$ cat src/rtl/drle_pkg.sv
// Package for the delta run-length encoder.
// Holds the fixed field widths, output queue sizing and the push control type.
// No dependencies.
package drle_pkg;

    // Width of the run_count field; holds any run length up to 255.
    localparam int COUNT_BITS = 8;

    // Output queue sizing. One item can push two pairs, so the encoder stage
    // only advances while at least two entries are free.
    localparam int QUEUE_DEPTH = 4;
    localparam int QUEUE_PTR_BITS = 2;
    localparam int QUEUE_CNT_BITS = 3;

    // Pairs pushed by the encoder stage in one cycle. The first slot is
    // always filled before the second one.
    typedef struct packed {
        logic first;
        logic second;
    } push_ctl_t;

endpackage

$ cat src/rtl/drle_core.sv
// Delta and run state of the encoder: differences one sample and merges runs.
// Depends on drle_pkg; produces zero, one or two packed pairs per item.
module drle_core
    import drle_pkg::*;
#(
    parameter int SAMPLE_BITS = 16,
    parameter int MAX_RUN = 255,
    parameter int PAIR_BITS = SAMPLE_BITS + 1 + COUNT_BITS + 1
)
(
    input  logic                   clk,
    input  logic                   rst_n,
    input  logic                   fire,
    input  logic [SAMPLE_BITS-1:0] sample,
    input  logic                   last_sample,
    output push_ctl_t              push,
    output logic [PAIR_BITS-1:0]   push_data0,
    output logic [PAIR_BITS-1:0]   push_data1
);

    localparam int DELTA_BITS = SAMPLE_BITS + 1;
    localparam logic [COUNT_BITS-1:0] RUN_LIMIT = COUNT_BITS'(MAX_RUN);
    localparam logic [COUNT_BITS-1:0] ONE_COUNT = COUNT_BITS'(1);

    logic [SAMPLE_BITS-1:0] prev_sample_reg, prev_sample_next;
    logic [DELTA_BITS-1:0]  cur_delta_reg, cur_delta_next;
    logic [COUNT_BITS-1:0]  cur_count_reg, cur_count_next;
    logic                   run_open_reg, run_open_next;
    logic                   expect_base_reg, expect_base_next;

    logic [DELTA_BITS-1:0]  delta;
    logic                   extend;
    logic                   emit_old;
    logic                   emit_new;
    logic [DELTA_BITS-1:0]  new_delta;
    logic [COUNT_BITS-1:0]  new_count;
    logic [PAIR_BITS-1:0]   old_pair;
    logic [PAIR_BITS-1:0]   new_pair;

    always_comb
    begin
        delta = {sample[SAMPLE_BITS-1], sample}
              - {prev_sample_reg[SAMPLE_BITS-1], prev_sample_reg};
        extend = run_open_reg && (delta == cur_delta_reg) && (cur_count_reg < RUN_LIMIT);
        new_delta = extend ? cur_delta_reg : delta;
        new_count = extend ? cur_count_reg + ONE_COUNT : ONE_COUNT;
        emit_old = !expect_base_reg && run_open_reg && !extend;
        emit_new = !expect_base_reg && ((new_count >= RUN_LIMIT) || last_sample);

        // Packed pair: delta in the low bits, then count, then end of block.
        old_pair = {1'b0, cur_count_reg, cur_delta_reg};
        new_pair = {last_sample, new_count, new_delta};

        push.first  = fire && (emit_old || emit_new);
        push.second = fire && emit_old && emit_new;
        push_data0  = emit_old ? old_pair : new_pair;
        push_data1  = new_pair;

        prev_sample_next = prev_sample_reg;
        cur_delta_next   = cur_delta_reg;
        cur_count_next   = cur_count_reg;
        run_open_next    = run_open_reg;
        expect_base_next = expect_base_reg;
        if (fire)
        begin
            prev_sample_next = sample;
            if (expect_base_reg)
            begin
                // A base sample that is also the last one leaves the block empty.
                expect_base_next = last_sample;
            end
            else
            begin
                cur_delta_next   = new_delta;
                cur_count_next   = new_count;
                run_open_next    = !emit_new;
                expect_base_next = last_sample;
            end
        end
    end

    always_ff @(posedge clk or negedge rst_n)
    begin
        if (!rst_n)
        begin
            prev_sample_reg <= '0;
            cur_delta_reg   <= '0;
            cur_count_reg   <= '0;
            run_open_reg    <= 1'b0;
            expect_base_reg <= 1'b1;
        end
        else
        begin
            prev_sample_reg <= prev_sample_next;
            cur_delta_reg   <= cur_delta_next;
            cur_count_reg   <= cur_count_next;
            run_open_reg    <= run_open_next;
            expect_base_reg <= expect_base_next;
        end
    end

endmodule

$ cat src/rtl/drle_queue.sv
// Small output queue for encoded pairs; takes up to two pairs per cycle.
// Depends on drle_pkg for its sizing and the push control type.
module drle_queue
    import drle_pkg::*;
#(
    parameter int PAIR_BITS = 26
)
(
    input  logic                 clk,
    input  logic                 rst_n,
    input  push_ctl_t            push,
    input  logic [PAIR_BITS-1:0] push_data0,
    input  logic [PAIR_BITS-1:0] push_data1,
    input  logic                 pop,
    output logic                 room,
    output logic                 not_empty,
    output logic [PAIR_BITS-1:0] head
);

    localparam logic [QUEUE_CNT_BITS-1:0] ROOM_LIMIT = QUEUE_CNT_BITS'(QUEUE_DEPTH - 2);
    localparam logic [QUEUE_PTR_BITS-1:0] PTR_ONE = QUEUE_PTR_BITS'(1);

    logic [PAIR_BITS-1:0]      entry_reg [QUEUE_DEPTH];
    logic [QUEUE_PTR_BITS-1:0] wr_ptr_reg, wr_ptr_next;
    logic [QUEUE_PTR_BITS-1:0] rd_ptr_reg, rd_ptr_next;
    logic [QUEUE_CNT_BITS-1:0] count_reg, count_next;
    logic [QUEUE_CNT_BITS-1:0] push_n;

    always_comb
    begin
        push_n      = QUEUE_CNT_BITS'(push.first) + QUEUE_CNT_BITS'(push.second);
        wr_ptr_next = wr_ptr_reg + push_n[QUEUE_PTR_BITS-1:0];
        rd_ptr_next = rd_ptr_reg + (pop ? PTR_ONE : '0);
        count_next  = count_reg + push_n - (pop ? QUEUE_CNT_BITS'(1) : '0);
        room        = count_reg <= ROOM_LIMIT;
        not_empty   = count_reg != '0;
        head        = entry_reg[rd_ptr_reg];
    end

    always_ff @(posedge clk)
    begin
        if (push.first)
        begin
            entry_reg[wr_ptr_reg] <= push_data0;
        end
        if (push.second)
        begin
            entry_reg[wr_ptr_reg + PTR_ONE] <= push_data1;
        end
    end

    always_ff @(posedge clk or negedge rst_n)
    begin
        if (!rst_n)
        begin
            wr_ptr_reg <= '0;
            rd_ptr_reg <= '0;
            count_reg  <= '0;
        end
        else
        begin
            wr_ptr_reg <= wr_ptr_next;
            rd_ptr_reg <= rd_ptr_next;
            count_reg  <= count_next;
        end
    end

endmodule

$ cat src/rtl/delta_run_length_encoder.sv
// Top level of the delta run-length encoder: input register, encoder, output queue.
// Depends on drle_pkg, drle_core and drle_queue.
//
//  Channel  Dir  Handshake          Contents
//  s_*      in   s_tvalid/s_tready  tdata: sample; tlast: last_sample
//  m_*      out  m_tvalid/m_tready  tdata: run_delta, run_count; tlast: end_of_block
//
// One item is taken per cycle while the output queue has room. An item waits in the
// input register while the encoder works on it; the encoder writes all of its pairs
// into the queue in the same cycle, and they leave on m_* in order from the queue head.
// The four-entry output queue sets the pace: the encoder advances only while at least two
// entries are free, so s_tready drops when m_tready stalls long enough.
// Reset is asynchronous and leaves the encoder expecting a base sample.
module delta_run_length_encoder
    import drle_pkg::*;
#(
    parameter int SAMPLE_BITS = 16,
    parameter int MAX_RUN = 255
)
(
    input  logic                                           clk,
    input  logic                                           rst_n,
    input  logic                                           s_tvalid,
    output logic                                           s_tready,
    // Bits from low: sample, zero fill.
    input  logic [((SAMPLE_BITS+7)/8)*8-1:0]               s_tdata,
    input  logic                                           s_tlast,
    output logic                                           m_tvalid,
    input  logic                                           m_tready,
    // Bits from low: run_delta, run_count, zero fill.
    output logic [((SAMPLE_BITS+1+COUNT_BITS+7)/8)*8-1:0]  m_tdata,
    output logic                                           m_tlast
);

    localparam int DELTA_BITS = SAMPLE_BITS + 1;
    localparam int PAIR_BITS = DELTA_BITS + COUNT_BITS + 1;
    localparam int OUT_BITS = ((DELTA_BITS + COUNT_BITS + 7) / 8) * 8;

    logic                   in_vld_reg;
    logic [SAMPLE_BITS-1:0] in_sample_reg;
    logic                   in_last_reg;
    logic                   advance;
    logic                   room;
    logic                   not_empty;
    push_ctl_t              push;
    logic [PAIR_BITS-1:0]   push_data0;
    logic [PAIR_BITS-1:0]   push_data1;
    logic [PAIR_BITS-1:0]   head;

    assign advance  = in_vld_reg && room;
    assign s_tready = !in_vld_reg || advance;

    always_ff @(posedge clk or negedge rst_n)
    begin
        if (!rst_n)
        begin
            in_vld_reg <= 1'b0;
        end
        else if (s_tready)
        begin
            in_vld_reg <= s_tvalid;
        end
    end

    always_ff @(posedge clk)
    begin
        if (s_tvalid && s_tready)
        begin
            in_sample_reg <= s_tdata[SAMPLE_BITS-1:0];
            in_last_reg   <= s_tlast;
        end
    end

    drle_core #(
        .SAMPLE_BITS (SAMPLE_BITS),
        .MAX_RUN     (MAX_RUN),
        .PAIR_BITS   (PAIR_BITS)
    ) u_core (
        .clk         (clk),
        .rst_n       (rst_n),
        .fire        (advance),
        .sample      (in_sample_reg),
        .last_sample (in_last_reg),
        .push        (push),
        .push_data0  (push_data0),
        .push_data1  (push_data1)
    );

    drle_queue #(
        .PAIR_BITS (PAIR_BITS)
    ) u_queue (
        .clk        (clk),
        .rst_n      (rst_n),
        .push       (push),
        .push_data0 (push_data0),
        .push_data1 (push_data1),
        .pop        (m_tvalid && m_tready),
        .room       (room),
        .not_empty  (not_empty),
        .head       (head)
    );

    assign m_tvalid = not_empty;
    assign m_tdata  = OUT_BITS'(head[DELTA_BITS+COUNT_BITS-1:0]);
    assign m_tlast  = head[PAIR_BITS-1];

endmodule

$ cat config.mk
export PLATFORM = sky130hd
export DESIGN_NAME = delta_run_length_encoder
export DESIGN_NICKNAME = d
export VERILOG_FILES = /design/src/rtl/drle_pkg.sv /design/src/rtl/drle_core.sv /design/src/rtl/drle_queue.sv /design/src/rtl/delta_run_length_encoder.sv
export SDC_FILE = /design/constraint.sdc
export NUM_CORES = 1
export LEC_CHECK = 0
export ABC_AREA = 1
export BUFFER_PORTS_ARGS = -buffer_cell sky130_fd_sc_hd__buf_2
export CAP_MARGIN = 40
export CORE_ASPECT_RATIO = 1.5
export CORE_UTILIZATION = 55
export DETAILED_ROUTE_END_ITERATION = 7
export GPL_TIMING_DRIVEN = 0
export HOLD_SLACK_MARGIN = 0.1
export PLACE_DENSITY = 0.76
export SLEW_MARGIN = 5
export SYNTH_ARGS = -nofsm -noshare
export SYNTH_HDL_FRONTEND = slang
export SYNTH_SLANG_ARGS = --single-unit
$ cat constraint.sdc
create_clock -name clk -period 5.5 [get_ports clk]
set_input_delay 1.375 -clock clk [delete_from_list [all_inputs] [get_ports clk]]
set_output_delay 1.375 -clock clk [all_outputs]
set_load 0.02 [all_outputs]
==> flow_metrics.env <==
export IMPL_core_um2=17900
export IMPL_synth_cell_types=41
export IMPL_cts_htree_levels=4
export IMPL_slew_viol_final=0
export IMPL_crit_path_max_incr_delay_ns=0.62
export IMPL_fmax_ghz=0.227
export IMPL_antenna_found_initial=0
export IMPL_drcViolationCount=0
export IMPL_io_buffers=48
export IMPL_ys_ff_latch=172
export IMPL_setup_tns_ns=0
export IMPL_syn_avg_cell_area_um2=8.21
export IMPL_dp_hpwl_um=19500
export IMPL_ant_nets=0
export IMPL_hp_start="in_sample_reg[3]$_DFFE_PP_"
export IMPL_rrSetupSlack_ns=1.10
export IMPL_root_buffer="clkbuf_16"
export IMPL_clock_sinks=172
export IMPL_clkLatencyLatePin_ns=0.45
export IMPL_hold_buffers=0
export IMPL_die_h_um=168
export IMPL_synthTopCellsByArea="edfxtp_1 36%, nand2_1 15%, dfrtp_1 12%, inv_1 5.4%, nand4_1 4.9%"
export IMPL_rsz0062_at_grt="no"
export IMPL_first_iter_violations=620
export IMPL_post_route_period_util_pct=80.0
export IMPL_yosys_warnings=0
export IMPL_ys_top_cells_by_count="392 x nand2_1, 144 x inv_1, 121 x edfxtp_1, 95 x o21ai_0, 82 x nor2_1"
export IMPL_die_area_um2=18900
export IMPL_hold_slack_ns=0.503
export IMPL_maxCapViolations=0
export IMPL_antenna_cells=0
export IMPL_clk_pin_slew_ns=0.07
export IMPL_vias=8602
export IMPL_placed_area_um2=10700
export IMPL_cts_setup_buffers=0
export IMPL_gp_congestion=0.965
export IMPL_design_area_um2=11300
export IMPL_cts_tree="built"
export IMPL_synth_async_reset_ratio_pct=29.7
export IMPL_crit_type="register to register"
export IMPL_cts_buffer_depth=2
export IMPL_worstPathRequired_ns=5.66
export IMPL_grt_pass1_vias=8331
export IMPL_critPathLaunch="u_core.prev_sample_reg[0]$_DFFE_PN0P_"
export IMPL_cpMaxStageDelayCell="nand2_1"
export IMPL_dr_pass1_iters=6
export IMPL_cts_buffers=17
export IMPL_period_minus_slack_ns=4.40
export IMPL_min_path_type="register to register"
export IMPL_initial_core_util_pct=56.2
export IMPL_cp_arrival_ns=4.56
export IMPL_critPathMaxFanout=16
export IMPL_power_density_nw_per_um2=696
export IMPL_synthesis_instances=1227
export IMPL_critPathLaunchType="register"
export IMPL_cpLargestDelayFamily="simple AND/OR/NAND/NOR gates"
export IMPL_grt_pass1_wl_um=41100
export IMPL_synth_main_ff_cell="edfxtp_1"
export IMPL_post_cts_resized=0
export IMPL_grt_max_degree=32
export IMPL_die_w_um=113
export IMPL_peakVddDrop_mv=0.310
export IMPL_wire_per_inst_um=16.6
export IMPL_ys_seq_area_share_pct=48.7
export IMPL_drive_gt1_share_pct=12.6
export IMPL_hold_viol=0
export IMPL_final_nets=1354
export IMPL_p_leak_nw=5.32
export IMPL_synth_cell_area_um2=10100
export IMPL_crit_top_cell="nand2_1"
export IMPL_largest_register_ffs=104
export IMPL_outcome="finished, final reports clean"
export IMPL_relSlewSlack_pct=41.7
export IMPL_area_growth_pct=12.3
export IMPL_synth_top_area_share_pct=36.1
export IMPL_setup_violations=0
export IMPL_timing_rr_start="u_core.prev_sample_reg[0]$_DFFE_PN0P_"
export IMPL_synth_edf_count=121
export IMPL_grt_overflow=0
export IMPL_finClkSkew_ns=0.0136
export IMPL_cp_buffers_inverters=3
export IMPL_avgViaCountPerCell=5.60
export IMPL_synth_area_leader_cell="edfxtp_1"
export IMPL_crit_chain="ha_1, fa_1, inv_1, nand2_1, nand2_2, nand3_2, nand2_2, nand2_1, nand2_1, nand2_1, nand2_2, nand2_1, nand2_1, nand4_1, nor2_4, nand4_4, nand2_8, nand3_4, buf_6, nand2_1, buf_8"
export IMPL_grt_total_usage_pct=28.3
export IMPL_rows=60
export IMPL_critPathCaptureType="register"
export IMPL_drt_total_wl_um=25600
export IMPL_yosysMostFrequentCell="nand2_1"
export IMPL_ios=56
export IMPL_tightest_slew_ns=0.871
worst min-delay path, delay by kind of cell (launching register included):
kind | cells | cell delay [ns]
DFF | 1 | 0.36
AOI/OAI and AO/OA | 1 | 0.06
and+or+nand+nor | 1 | 0.05
layer usage:
| metal | GRT usage (%) | wire length (um) | up-vias |
|---|---|---|---|
| li1 | - | - | 4238 |
| met1 | 30.9 | 9540 | 3932 |
| met2 | 52.7 | 13800 | 352 |
| met3 | 4.10 | 1250 | 80 |
| met4 | 14.4 | 1010 | 0 |
| met5 | 0 | 0 | - |
power by group:
part	leakage (nW)	internal [mW]	switching (mW)	total, mW
combinational	3.29	1.33	3.20	4.53
sequential	1.74	2.01	0.133	2.15
clock	0.292	0.613	0.595	1.21
cell families (layout without fill, tap and decap cells):
kind of cell | count (synthesis) | count (layout) | synth area share (%)
buffers and inverters | 210 | 297 | 9.20
AOI/OAI and AO/OA | 158 | 158 | 9.11
DFF | 172 | 172 | 48.7
and+or+nand+nor | 649 | 649 | 28.6
other | 1 | 7 | 0.0372
xor gates and xnor gates | 11 | 11 | 0.956
adders and majority gates | 26 | 26 | 3.38
path summary, 6_finish.rpt:
| path | endpoint | cells after the start |
|---|---|---|
| worst max register to register | u_queue.entry_reg[3][3]$_DFFE_PP_ | 21 |
| min in group asynchronous | u_queue.rd_ptr_reg[1]$_DFF_PN0_ | 1 |
| max in group asynchronous | u_core.cur_delta_reg[4]$_DFFE_PN0P_ | 2 |
| worst min register to register | u_core.prev_sample_reg[3]$_DFFE_PN0P_ | 2 |
| worst max-delay path | u_queue.entry_reg[3][3]$_DFFE_PP_ | 21 |
| worst min-delay path | u_core.prev_sample_reg[3]$_DFFE_PN0P_ | 2 |
cell usage in the layout, fill, tap and decap left out, types with 8 or more instances in the layout:
cell       synthesis  final
nand4_1           79     79
o22ai_1           26     26
a21oi_1           10     10
edfxtp_1         121    121
xor2_1             8      8
clkbuf_16          0     17
nor2_1            82     82
o21ai_0           95     95
buf_6              9      9
nand3_1           66     66
inv_1            144    144
nand2_1          392    392
clkbuf_1          26     26
o21ai_2           21     21
buf_4             12     13
ha_1              24     24
dfrtp_1           50     50
buf_2             12     61
per-stage QoR:
stage                     setup WS, ns  util, %  cells  total power [mW]
after floorplan                   1.81        -   1233              5.36
after global placement            1.02     59.1   1498              6.46
after detailed placement          1.13     59.8   1505              6.63
after CTS                         1.08     63.1   1537              7.85
after global routing             0.786     63.1   1537              8.48
final                             1.10     63.1   1537              7.88
area by class of cell:
class / count / area [um^2]
buffer: 62 / 372
clock buffer: 17 / 425
clock inverter: 15 / 164
fill: 1541 / 6620
inverter: 148 / 556
multi-input combinational: 851 / 4260
sequential: 172 / 4910
tap: 217 / 272
timing repair buffer: 55 / 358
(Power assumes the default switching activity.)
